[src/rtl/dsm_pkg.sv]
// package for the surround to stereo downmix: types, constants and arithmetic helpers
`timescale 1ns / 1ps

package dsm_pkg;

    localparam int SAMPLE_W           = 16;
    localparam int CHAN_IN            = 5;
    localparam int OPND_W             = 19;
    localparam int ACC_W              = 20;
    localparam int STEP_W             = 3;
    localparam int DEF_COEF_FRAC_BITS = 15;

    localparam logic [STEP_W-1:0] ISSUE_STEPS = 3'd6;
    localparam logic [STEP_W-1:0] MIX_LAST    = 3'd7;

    localparam logic [2:0] CH_FOUR = 3'd4;
    localparam logic [2:0] CH_FIVE = 3'd5;
    localparam logic [2:0] CH_SIX  = 3'd6;
    localparam logic [2:0] CH_RESET = 3'd2;

    // unsigned q0.32 gains
    localparam logic [63:0] Q32_CENTER   = 64'd3037000500;
    localparam logic [63:0] Q32_SIDE     = 64'd3744265682;
    localparam logic [63:0] Q32_SIDE_INV = 64'd2104095667;

    localparam logic signed [ACC_W-1:0] SAT_MAX = 20'sd32767;
    localparam logic signed [ACC_W-1:0] SAT_MIN = -20'sd32768;

    typedef enum logic [1:0] {
        ST_IDLE,
        ST_ABSORB,
        ST_MIX,
        ST_EMIT
    } state_t;

    typedef enum logic [1:0] {
        MODE_PASS,
        MODE_QUAD,
        MODE_SURR
    } mode_t;

    typedef struct packed {
        logic              capture;
        logic              mix_start;
        logic              issue;
        logic [STEP_W-1:0] step;
        logic              nbr_self;
        logic              load_out;
        logic              last;
        logic              shift_prev;
        logic              load_held;
    } dsm_cmd_t;

    typedef struct packed {
        logic eob;
        logic out_free;
    } dsm_stat_t;

    typedef struct packed {
        logic en;
        logic right;
        logic rear;
    } dsm_tag_t;

    // round q0.32 gain to q(frac)
    function automatic logic [63:0] q32_to_coef(input logic [63:0] q, input int frac);
        return (q + (64'd1 << (31 - frac))) >> (32 - frac);
    endfunction

    // 3 * current + neighbor
    function automatic logic signed [OPND_W-1:0] rear_sum(
        input logic signed [SAMPLE_W-1:0] cur,
        input logic signed [SAMPLE_W-1:0] nbr
    );
        logic signed [OPND_W-1:0] c;
        logic signed [OPND_W-1:0] n;
        c = {{(OPND_W-SAMPLE_W){cur[SAMPLE_W-1]}}, cur};
        n = {{(OPND_W-SAMPLE_W){nbr[SAMPLE_W-1]}}, nbr};
        return (c <<< 1) + c + n;
    endfunction

    function automatic logic signed [SAMPLE_W-1:0] sat16(input logic signed [ACC_W-1:0] v);
        if (v > SAT_MAX)
        begin
            return 16'sh7fff;
        end
        else if (v < SAT_MIN)
        begin
            return 16'sh8000;
        end
        return v[SAMPLE_W-1:0];
    endfunction

endpackage

[src/rtl/dsm_ctrl.sv]
// controller state machine: sequences capture, mixing steps and result loads
`timescale 1ns / 1ps

module dsm_ctrl
    import dsm_pkg::*;
(
    input  logic      clk,
    input  logic      rst_n,
    input  logic      s_tvalid,
    output logic      s_tready,
    input  dsm_stat_t stat,
    output dsm_cmd_t  cmd
);

    state_t            state_reg;
    state_t            state_next;
    logic [STEP_W-1:0] step_reg;
    logic [STEP_W-1:0] step_next;
    logic              phase_reg;
    logic              phase_next;
    logic              holding_reg;
    logic              holding_next;

    always_ff @(posedge clk or negedge rst_n)
    begin
        if (!rst_n)
        begin
            state_reg   <= ST_IDLE;
            step_reg    <= '0;
            phase_reg   <= 1'b0;
            holding_reg <= 1'b0;
        end
        else
        begin
            state_reg   <= state_next;
            step_reg    <= step_next;
            phase_reg   <= phase_next;
            holding_reg <= holding_next;
        end
    end

    always_comb
    begin
        state_next   = state_reg;
        step_next    = step_reg;
        phase_next   = phase_reg;
        holding_next = holding_reg;
        unique case (state_reg)
            ST_IDLE:
            begin
                if (s_tvalid)
                begin
                    step_next  = '0;
                    phase_next = 1'b0;
                    state_next = holding_reg ? ST_MIX : ST_ABSORB;
                end
            end
            ST_ABSORB:
            begin
                if (stat.eob)
                begin
                    state_next = ST_MIX;
                    step_next  = '0;
                    phase_next = 1'b1;
                end
                else
                begin
                    holding_next = 1'b1;
                    state_next   = ST_IDLE;
                end
            end
            ST_MIX:
            begin
                step_next = step_reg + 3'd1;
                if (step_reg == MIX_LAST)
                begin
                    state_next = ST_EMIT;
                end
            end
            ST_EMIT:
            begin
                if (stat.out_free)
                begin
                    if (!phase_reg && stat.eob)
                    begin
                        state_next = ST_MIX;
                        step_next  = '0;
                        phase_next = 1'b1;
                    end
                    else
                    begin
                        holding_next = !phase_reg;
                        state_next   = ST_IDLE;
                    end
                end
            end
            default:
            begin
                state_next = ST_IDLE;
            end
        endcase
    end

    always_comb
    begin
        s_tready       = (state_reg == ST_IDLE);
        cmd            = '0;
        cmd.capture    = (state_reg == ST_IDLE) && s_tvalid;
        cmd.mix_start  = (state_reg == ST_MIX) && (step_reg == '0);
        cmd.issue      = (state_reg == ST_MIX) && (step_reg < ISSUE_STEPS);
        cmd.step       = step_reg;
        cmd.nbr_self   = phase_reg;
        cmd.last       = phase_reg;
        unique case (state_reg)
            ST_ABSORB:
            begin
                cmd.load_held = 1'b1;
            end
            ST_EMIT:
            begin
                cmd.load_out   = stat.out_free;
                cmd.shift_prev = stat.out_free;
                cmd.load_held  = stat.out_free && !phase_reg;
            end
            default:
            begin
            end
        endcase
    end

endmodule

[src/rtl/dsm_datapath.sv]
// datapath: frame storage, shared multiplier pipeline, accumulators and output register
`timescale 1ns / 1ps

module dsm_datapath
    import dsm_pkg::*;
#(
    parameter int COEF_FRAC_BITS = DEF_COEF_FRAC_BITS
)
(
    input  logic                         clk,
    input  logic                         rst_n,
    input  logic [CHAN_IN*SAMPLE_W-1:0]  s_tdata,
    input  logic                         s_tlast,
    input  logic                         cfg_wr_en,
    input  logic [2:0]                   cfg_wr_data,
    input  dsm_cmd_t                     cmd,
    output dsm_stat_t                    stat,
    output logic                         m_tvalid,
    input  logic                         m_tready,
    output logic [2*SAMPLE_W-1:0]        m_tdata,
    output logic                         m_tlast
);

    localparam int CW      = COEF_FRAC_BITS + 1;
    localparam int PW      = OPND_W + CW;
    localparam int SH_CTR  = COEF_FRAC_BITS;
    localparam int SH_REAR = COEF_FRAC_BITS + 2;

    localparam logic [CW-1:0] KC = CW'(q32_to_coef(Q32_CENTER, COEF_FRAC_BITS));
    localparam logic [CW-1:0] KS = CW'(q32_to_coef(Q32_SIDE, COEF_FRAC_BITS));
    localparam logic [CW-1:0] KI = CW'(q32_to_coef(Q32_SIDE_INV, COEF_FRAC_BITS));
    localparam logic [PW-1:0] BIAS_CTR  = PW'((64'd1 << SH_CTR) - 64'd1);
    localparam logic [PW-1:0] BIAS_REAR = PW'((64'd1 << SH_REAR) - 64'd1);

    logic [2:0]                 chan_cnt_reg;
    logic signed [SAMPLE_W-1:0] in_reg   [CHAN_IN];
    logic                       eob_reg;
    logic signed [SAMPLE_W-1:0] held_reg [CHAN_IN];
    logic signed [SAMPLE_W-1:0] prev_reg [2];

    mode_t                      mode;
    logic signed [SAMPLE_W-1:0] nbr0;
    logic signed [SAMPLE_W-1:0] nbr1;
    logic signed [OPND_W-1:0]   opnd_next;
    logic [CW-1:0]              coef_next;
    dsm_tag_t                   tag_next;

    logic signed [OPND_W-1:0]   opnd_reg;
    logic [CW-1:0]              coef_reg;
    dsm_tag_t                   tag1_reg;
    logic signed [PW-1:0]       prod_reg;
    dsm_tag_t                   tag2_reg;

    logic signed [PW-1:0]       biased;
    logic signed [PW-1:0]       shifted;
    logic signed [ACC_W-1:0]    term;
    logic signed [ACC_W-1:0]    acc_l_reg;
    logic signed [ACC_W-1:0]    acc_r_reg;

    logic signed [SAMPLE_W-1:0] out_r_reg;
    logic signed [SAMPLE_W-1:0] out_l_reg;
    logic                       out_last_reg;
    logic                       out_valid_reg;

    always_ff @(posedge clk or negedge rst_n)
    begin
        if (!rst_n)
        begin
            chan_cnt_reg <= CH_RESET;
        end
        else if (cfg_wr_en)
        begin
            chan_cnt_reg <= cfg_wr_data;
        end
    end

    always_comb
    begin
        if (chan_cnt_reg == CH_FIVE || chan_cnt_reg == CH_SIX)
        begin
            mode = MODE_SURR;
        end
        else if (chan_cnt_reg == CH_FOUR)
        begin
            mode = MODE_QUAD;
        end
        else
        begin
            mode = MODE_PASS;
        end
    end

    // input capture
    always_ff @(posedge clk)
    begin
        if (cmd.capture)
        begin
            for (int i = 0; i < CHAN_IN; i++)
            begin
                in_reg[i] <= s_tdata[i*SAMPLE_W +: SAMPLE_W];
            end
        end
    end

    always_ff @(posedge clk or negedge rst_n)
    begin
        if (!rst_n)
        begin
            eob_reg <= 1'b0;
        end
        else if (cmd.capture)
        begin
            eob_reg <= s_tlast;
        end
    end

    // pending frame and the rears of the frame before it
    always_ff @(posedge clk or negedge rst_n)
    begin
        if (!rst_n)
        begin
            for (int i = 0; i < CHAN_IN; i++)
            begin
                held_reg[i] <= '0;
            end
            prev_reg[0] <= '0;
            prev_reg[1] <= '0;
        end
        else
        begin
            if (cmd.shift_prev)
            begin
                prev_reg[0] <= held_reg[2];
                prev_reg[1] <= held_reg[3];
            end
            if (cmd.load_held)
            begin
                for (int i = 0; i < CHAN_IN; i++)
                begin
                    held_reg[i] <= in_reg[i];
                end
            end
        end
    end

    assign nbr0 = cmd.nbr_self ? held_reg[2] : in_reg[2];
    assign nbr1 = cmd.nbr_self ? held_reg[3] : in_reg[3];

    // operand, gain and destination for each step
    always_comb
    begin
        opnd_next = '0;
        coef_next = KC;
        tag_next  = '0;
        unique case (mode)
            MODE_SURR:
            begin
                unique case (cmd.step)
                    3'd0:
                    begin
                        opnd_next = rear_sum(held_reg[2], nbr0);
                        coef_next = KS;
                        tag_next  = '{en: 1'b1, right: 1'b0, rear: 1'b1};
                    end
                    3'd1:
                    begin
                        opnd_next = rear_sum(held_reg[2], prev_reg[0]);
                        coef_next = KI;
                        tag_next  = '{en: 1'b1, right: 1'b1, rear: 1'b1};
                    end
                    3'd2:
                    begin
                        opnd_next = rear_sum(held_reg[3], nbr1);
                        coef_next = KI;
                        tag_next  = '{en: 1'b1, right: 1'b0, rear: 1'b1};
                    end
                    3'd3:
                    begin
                        opnd_next = rear_sum(held_reg[3], prev_reg[1]);
                        coef_next = KS;
                        tag_next  = '{en: 1'b1, right: 1'b1, rear: 1'b1};
                    end
                    3'd4:
                    begin
                        opnd_next = {{(OPND_W-SAMPLE_W){held_reg[4][SAMPLE_W-1]}}, held_reg[4]};
                        tag_next  = '{en: 1'b1, right: 1'b0, rear: 1'b0};
                    end
                    3'd5:
                    begin
                        opnd_next = {{(OPND_W-SAMPLE_W){held_reg[4][SAMPLE_W-1]}}, held_reg[4]};
                        tag_next  = '{en: 1'b1, right: 1'b1, rear: 1'b0};
                    end
                    default:
                    begin
                    end
                endcase
            end
            MODE_QUAD:
            begin
                unique case (cmd.step)
                    3'd0:
                    begin
                        opnd_next = rear_sum(held_reg[2], nbr0);
                        tag_next  = '{en: 1'b1, right: 1'b0, rear: 1'b1};
                    end
                    3'd1:
                    begin
                        opnd_next = rear_sum(held_reg[2], prev_reg[0]);
                        tag_next  = '{en: 1'b1, right: 1'b1, rear: 1'b1};
                    end
                    3'd2:
                    begin
                        opnd_next = {{(OPND_W-SAMPLE_W){held_reg[3][SAMPLE_W-1]}}, held_reg[3]};
                        tag_next  = '{en: 1'b1, right: 1'b0, rear: 1'b0};
                    end
                    3'd3:
                    begin
                        opnd_next = {{(OPND_W-SAMPLE_W){held_reg[3][SAMPLE_W-1]}}, held_reg[3]};
                        tag_next  = '{en: 1'b1, right: 1'b1, rear: 1'b0};
                    end
                    default:
                    begin
                    end
                endcase
            end
            default:
            begin
            end
        endcase
        if (!cmd.issue)
        begin
            tag_next = '0;
        end
    end

    // operand stage, product stage
    always_ff @(posedge clk or negedge rst_n)
    begin
        if (!rst_n)
        begin
            tag1_reg <= '0;
            tag2_reg <= '0;
        end
        else
        begin
            tag1_reg <= tag_next;
            tag2_reg <= tag1_reg;
        end
    end

    always_ff @(posedge clk)
    begin
        opnd_reg <= opnd_next;
        coef_reg <= coef_next;
        prod_reg <= opnd_reg * $signed(coef_reg);
    end

    // truncate toward zero
    always_comb
    begin
        if (prod_reg[PW-1])
        begin
            biased = PW'(prod_reg + (tag2_reg.rear ? BIAS_REAR : BIAS_CTR));
        end
        else
        begin
            biased = prod_reg;
        end
        shifted = tag2_reg.rear ? (biased >>> SH_REAR) : (biased >>> SH_CTR);
        term    = shifted[ACC_W-1:0];
    end

    always_ff @(posedge clk)
    begin
        if (cmd.mix_start)
        begin
            acc_l_reg <= {{(ACC_W-SAMPLE_W){held_reg[0][SAMPLE_W-1]}}, held_reg[0]};
            acc_r_reg <= {{(ACC_W-SAMPLE_W){held_reg[1][SAMPLE_W-1]}}, held_reg[1]};
        end
        else if (tag2_reg.en)
        begin
            if (tag2_reg.right)
            begin
                acc_r_reg <= acc_r_reg + term;
            end
            else
            begin
                acc_l_reg <= acc_l_reg + term;
            end
        end
    end

    // output register
    always_ff @(posedge clk)
    begin
        if (cmd.load_out)
        begin
            out_r_reg    <= sat16(acc_r_reg);
            out_l_reg    <= sat16(acc_l_reg);
            out_last_reg <= cmd.last;
        end
    end

    always_ff @(posedge clk or negedge rst_n)
    begin
        if (!rst_n)
        begin
            out_valid_reg <= 1'b0;
        end
        else if (cmd.load_out)
        begin
            out_valid_reg <= 1'b1;
        end
        else if (m_tready)
        begin
            out_valid_reg <= 1'b0;
        end
    end

    assign stat.eob      = eob_reg;
    assign stat.out_free = !out_valid_reg || m_tready;
    assign m_tvalid      = out_valid_reg;
    assign m_tdata       = {out_l_reg, out_r_reg};
    assign m_tlast       = out_last_reg;

endmodule

[src/rtl/surround_to_stereo_downmix.sv]
// top level of the surround to stereo downmix
`timescale 1ns / 1ps
// a held frame's result is loaded into the output register once the next item is accepted and mixed with it
// a block's last frame gives its own result after a second mix pass, or after a single pass if nothing was held
// no new item is accepted until the current one has been held or its results have been loaded
// each mix pass runs the shared multiplier, and output stalls hold back the load of a result
// reset: channel_count returns to 2, held frame and previous rears clear, nothing held

module surround_to_stereo_downmix
    import dsm_pkg::*;
#(
    parameter int COEF_FRAC_BITS = DEF_COEF_FRAC_BITS
)
(
    input  logic                        clk,
    input  logic                        rst_n,
    input  logic                        s_tvalid,
    output logic                        s_tready,
    // front_left, front_right, third_channel, fourth_channel, fifth_channel
    input  logic [CHAN_IN*SAMPLE_W-1:0] s_tdata,
    input  logic                        s_tlast,
    output logic                        m_tvalid,
    input  logic                        m_tready,
    // right_out, left_out
    output logic [2*SAMPLE_W-1:0]       m_tdata,
    output logic                        m_tlast,
    input  logic                        cfg_wr_en,
    input  logic [2:0]                  cfg_wr_data
);

    dsm_cmd_t  cmd;
    dsm_stat_t stat;

    dsm_ctrl u_ctrl (
        .clk      (clk),
        .rst_n    (rst_n),
        .s_tvalid (s_tvalid),
        .s_tready (s_tready),
        .stat     (stat),
        .cmd      (cmd)
    );

    dsm_datapath #(
        .COEF_FRAC_BITS (COEF_FRAC_BITS)
    ) u_datapath (
        .clk         (clk),
        .rst_n       (rst_n),
        .s_tdata     (s_tdata),
        .s_tlast     (s_tlast),
        .cfg_wr_en   (cfg_wr_en),
        .cfg_wr_data (cfg_wr_data),
        .cmd         (cmd),
        .stat        (stat),
        .m_tvalid    (m_tvalid),
        .m_tready    (m_tready),
        .m_tdata     (m_tdata),
        .m_tlast     (m_tlast)
    );

    a_no_overwrite: assert property (@(posedge clk) disable iff (!rst_n)
        cmd.load_out |-> (!m_tvalid || m_tready))
        else $error("result loaded over an untaken item");

    a_load_shows: assert property (@(posedge clk) disable iff (!rst_n)
        cmd.load_out |=> (m_tvalid && (m_tlast == $past(cmd.last))))
        else $error("loaded result not presented with its last flag");

    a_busy_after_accept: assert property (@(posedge clk) disable iff (!rst_n)
        (s_tvalid && s_tready) |=> !s_tready)
        else $error("ready again right after an accepted item");

endmodule
[config.mk]
export PLATFORM = sky130hd
export DESIGN_NAME = surround_to_stereo_downmix
export DESIGN_NICKNAME = d
export VERILOG_FILES = /design/src/rtl/dsm_pkg.sv /design/src/rtl/dsm_ctrl.sv /design/src/rtl/dsm_datapath.sv /design/src/rtl/surround_to_stereo_downmix.sv
export SDC_FILE = /design/constraint.sdc
export NUM_CORES = 1
export LEC_CHECK = 0
export BUFFER_PORTS_ARGS = -buffer_cell sky130_fd_sc_hd__buf_2
export CAP_MARGIN = 20
export CORE_ASPECT_RATIO = 2
export CORE_MARGIN = 1.5
export CORE_UTILIZATION = 35
export DETAILED_ROUTE_END_ITERATION = 8
export PLACE_DENSITY = 0.53
export RECOVER_POWER = 100
export SLEW_MARGIN = 20
export SYNTH_ARGS = -nofsm -noshare
export SYNTH_HDL_FRONTEND = slang
export SYNTH_SLANG_ARGS = --single-unit
[constraint.sdc]
create_clock -name clk -period 7.15 [get_ports clk]
set_clock_uncertainty 0.2 [all_clocks]
set_input_delay 0.715 -clock clk [delete_from_list [all_inputs] [get_ports clk]]
set_output_delay 0.715 -clock clk [all_outputs]
set_load 0.02 [all_outputs]
==> flow_summary.rst <==
.. list-table::
   :header-rows: 1

   * - Metric
     - Value
   * - Normalized max-slew margin
     - -214.6%
   * - Synth Warn #
     - 0
   * - Net count after synthesis
     - 3250
   * - Initial antenna violation count
     - 5
   * - GR Layer Usage met1
     - between 20 and 25%
   * - Critical Path End Type
     - flop
   * - Final setup violation count
     - 0
   * - Final hold violation count
     - 0
   * - Clock slew at the register clock pins of the worst setup and hold paths
     - about 0.06 ns
   * - Data arrival time at the worst-slack endpoint
     - ~7 ns
   * - Mapped Area
     - ~28000 um2
   * - Data required time of the worst path
     - 7.41 ns
   * - Overflow left after global routing
     - 0
   * - Most common flop cell mapped by yosys
     - sky130_fd_sc_hd__edfxtp_1
   * - Post-layout net count
     - 3381
   * - Top achievable clock speed
     - roughly 150 MHz
   * - Vias per std cell
     - slightly above 5
   * - Placeable core region
     - roughly 80000 um2
   * - Final cycle utilization of the critical path
     - roughly 95%
   * - Total wirelength of the detailed-routed design
     - between 80000 and 90000 um
   * - Run status
     - finished, violations left
   * - Worst hold path type
     - in2reg
   * - Via count
     - around 20000
   * - Placer Congestion
     - just under 1
   * - Number of DRC markers in iteration 0
     - about 950
   * - CP max stage cell
     - sky130_fd_sc_hd__fa_1
   * - H-tree depth
     - 2
   * - Final ANT Viol Nets
     - 0
   * - Synth Instances
     - between 2000 and 3000
   * - Number of top-level pins
     - 124
   * - Pin count of the biggest net entering global routing
     - 81
   * - Router iterations before antenna repair
     - 8
   * - Max-capacitance violation count
     - 8
   * - Wire length of the first global-routing pass
     - about 130000 um
   * - Number of register bits inferred by synthesis
     - approximately 340
   * - Critical path buffers and inverters
     - 5
   * - Die area
     - ~80000 um2
   * - Clock latency reported for the late side of the worst-skew pair
     - 0.58 ns
   * - Number of input and output port buffers inserted
     - approximately 120
   * - RSZ-0062 raised after global routing
     - false
   * - Cells along the critical path
     - clkbuf_1 > and2_1 > ha_1 > inv_1 > fa_1 > inv_1 > ha_1 > fa_1 > inv_1 > fa_1 > fa_1 > inv_1 > ha_1 > a21o_1 > a211o_1 > o31ai_4 > nor2_1 > a211oi_1 > o211ai_2 > a21oi_1 > o221ai_1 > xor2_1
   * - Total number of placement rows
     - 146
   * - Portion of the post-synthesis area used by sequential elements
     - 32.28%
   * - GR met3 Demand/Resource
     - under 10%
   * - Failing checks
     - capacitance limit, slew limit
   * - Root buffer cell
     - sky130_fd_sc_hd__clkbuf_16
   * - Average wire per standard cell
     - between 20 and 25 um
   * - Final period demand of the worst path
     - around 6.8 ns
   * - Die width
     - 202.9 um
   * - Share of flip-flops with an asynchronous set or reset
     - 38.01%
   * - Die H
     - between 400 and 500 um
   * - Count of unique library cells instantiated by Yosys
     - roughly 80
   * - CP top delay family
     - adder cells
   * - Synthesis-to-finish area growth
     - 10.90%
   * - Largest incremental delay on the critical path
     - 0.63 ns
   * - Fin Setup TNS
     - 0 ns
   * - DP Wirelength
     - 69580 um
   * - Most common cell after layout, fill and taps aside
     - sky130_fd_sc_hd__inv_1
   * - Most congested layer reported by global routing
     - met2
   * - Largest fanout on the critical path
     - 11
   * - Most frequent cells in the layout
     - 344 x sky130_fd_sc_hd__inv_1, 250 x sky130_fd_sc_hd__ha_1, 245 x sky130_fd_sc_hd__fa_1
   * - CTS tree
     - yes
   * - DRC violation count after routing
     - 0
   * - Slew at the pin with the worst max-slew slack
     - between 4 and 5 ns
   * - Class of the most critical setup path
     - reg2reg
   * - Final Slew Violations
     - ~400
   * - Post-CTS Setup Inserts
     - 0
   * - Initial standard-cell utilization of the core
     - around 35%
   * - Fraction of layout cells with a size suffix above 1
     - between 10% and 20%
   * - Met2 usage in global routing
     - slightly above 40%
   * - EDFF count, synth
     - around 150
   * - All-layer global routing usage
     - between 20% and 30%
   * - Synthesized area per cell
     - around 10 um2
   * - Total clock buffers created by CTS
     - 36
   * - Total number of clock tree sinks
     - about 340
   * - Kind of start point of the critical path
     - flop
   * - Buffer levels on the longest clock path
     - 3
   * - Vias in the first global route
     - roughly 22000
Yosys cell counts, types with 14 or more instances:
cell | number | area share [%]
sky130_fd_sc_hd__mux2_2 | 130 | 5.2
sky130_fd_sc_hd__nor2_1 | 130 | 1.7
sky130_fd_sc_hd__dfxtp_1 | 59 | 4.2
sky130_fd_sc_hd__clkbuf_1 | 52 | 0.70
sky130_fd_sc_hd__nand3_1 | 30 | 0.54
sky130_fd_sc_hd__a211oi_1 | 26 | 0.70
sky130_fd_sc_hd__ha_1 | 250 | 11
sky130_fd_sc_hd__a221oi_1 | 20 | 0.63
sky130_fd_sc_hd__nand2_1 | 177 | 2.4
sky130_fd_sc_hd__and2_1 | 70 | 1.6
sky130_fd_sc_hd__o21bai_1 | 14 | 0.38
sky130_fd_sc_hd__edfxtp_1 | 153 | 16
sky130_fd_sc_hd__fa_1 | 245 | 18
sky130_fd_sc_hd__dfrtp_1 | 129 | 12
sky130_fd_sc_hd__mux2i_1 | 21 | 0.75
sky130_fd_sc_hd__a21oi_1 | 148 | 2.6
sky130_fd_sc_hd__o22ai_1 | 37 | 0.83
sky130_fd_sc_hd__o21ai_0 | 112 | 2.0
sky130_fd_sc_hd__xnor2_1 | 107 | 3.4
sky130_fd_sc_hd__nor3_1 | 50 | 0.89
sky130_fd_sc_hd__xor2_1 | 49 | 1.5
sky130_fd_sc_hd__o21a_1 | 22 | 0.59
sky130_fd_sc_hd__nor2b_1 | 25 | 0.56
sky130_fd_sc_hd__a21o_1 | 84 | 2.3
sky130_fd_sc_hd__nand2b_1 | 15 | 0.34
sky130_fd_sc_hd__or3_1 | 14 | 0.31
sky130_fd_sc_hd__inv_1 | 345 | 4.6
layer usage:
| metal | part of all wire, % | routed length [um] | vias up |
|---|---|---|---|
| met5 | 0 | 0 | - |
| met4 | 8.5 | 7179 | 0 |
| met3 | 2.4 | 2006 | 210 |
| met2 | 56 | 46730 | 482 |
| met1 | 34 | 28180 | 9929 |
| li1 | - | - | 9430 |
worst paths after layout:
path / start / end / slack [ns] / cells past startpoint
min in group asynchronous: rst_n / u_datapath.held_reg[79]$_DFFE_PN0P_ / 2.04 / 2
worst max register to register: u_datapath.coef_reg[5]$_SDFF_PN0_ / u_datapath.prod_reg[33]$_DFF_P_ / 0.33 / 22
worst min register to register: u_datapath.tag1_reg[1]$_DFF_PN0_ / u_datapath.tag2_reg[1]$_DFF_PN0_ / 0.16 / 0
worst max-delay path: u_datapath.coef_reg[5]$_SDFF_PN0_ / u_datapath.prod_reg[33]$_DFF_P_ / 0.33 / 22
max in group asynchronous: rst_n / u_datapath.held_reg[10]$_DFFE_PN0P_ / 1.29 / 3
worst min-delay path: s_tdata[71] / u_datapath.in_reg[4][7]$_DFFE_PP_ / 0.11 / 1
layout make-up:
type                       instances  area (um2)
fill                            7835       48080
tap                             1036        1296
clock inverter                    21       286.5
inverter                         347        1304
antenna                            4       10.01
sequential                       342        9031
clock buffer                      44       993.5
multi-input combinational       1910       17310
timing repair buffer             160       788.3
worst register-to-register path, stage by stage (launching register included):
cell and delay, ns:
sky130_fd_sc_hd__dfxtp_1 0.56, sky130_fd_sc_hd__clkbuf_1 0.45, sky130_fd_sc_hd__and2_1 0.32, sky130_fd_sc_hd__ha_1 0.19, sky130_fd_sc_hd__inv_1 0.05, sky130_fd_sc_hd__fa_1 0.49
sky130_fd_sc_hd__inv_1 0.05, sky130_fd_sc_hd__ha_1 0.19, sky130_fd_sc_hd__fa_1 0.63, sky130_fd_sc_hd__inv_1 0.09, sky130_fd_sc_hd__fa_1 0.49, sky130_fd_sc_hd__fa_1 0.49
sky130_fd_sc_hd__inv_1 0.05, sky130_fd_sc_hd__ha_1 0.34, sky130_fd_sc_hd__a21o_1 0.18, sky130_fd_sc_hd__a211o_1 0.32, sky130_fd_sc_hd__o31ai_4 0.30, sky130_fd_sc_hd__nor2_1 0.12
sky130_fd_sc_hd__a211oi_1 0.35, sky130_fd_sc_hd__o211ai_2 0.20, sky130_fd_sc_hd__a21oi_1 0.31, sky130_fd_sc_hd__o221ai_1 0.17, sky130_fd_sc_hd__xor2_1 0.16
logic make-up (layout without fill, tap and decap cells):
| logic type | count (synthesis) | count (layout) | share of synthesized area [%] |
|---|---|---|---|
| compound gates | 550 | 550 | 12.82 |
| xor+xnor | 156 | 156 | 4.885 |
| fa+ha+maj | 495 | 495 | 28.72 |
| buf+inv | 414 | 572 | 5.730 |
| flops | 342 | 342 | 32.28 |
| mux | 151 | 151 | 5.985 |
| other cells | 0 | 4 | 0 |
| simple gates | 558 | 558 | 9.577 |
per-stage QoR:
step	instances	setup WS (ns)	utilization (%)	hold WS, ns	area [um2]
after floorplan	2666	1.030	-	0.1312	27970
after global placement	3793	0.3914	37.78	0.1475	29890
after detailed placement	3794	0.3171	37.82	0.1448	29920
after CTS	3860	0.2995	39.45	0.07430	31210
after global routing	3860	0.01493	39.21	0.09096	31010
final	3864	0.3318	39.22	0.1098	31020
timing repair:
action                                 4_1_cts  5_1_grt
endpoints found under the hold margin        5        0
setup endpoints to repair                    0        1
hold buffers                                 1        0
gates resized for setup                      0        1
Power is left out: the tool's default activity adds up to more than one toggle a clock period on the data nets, which glitch-free logic cannot reach.
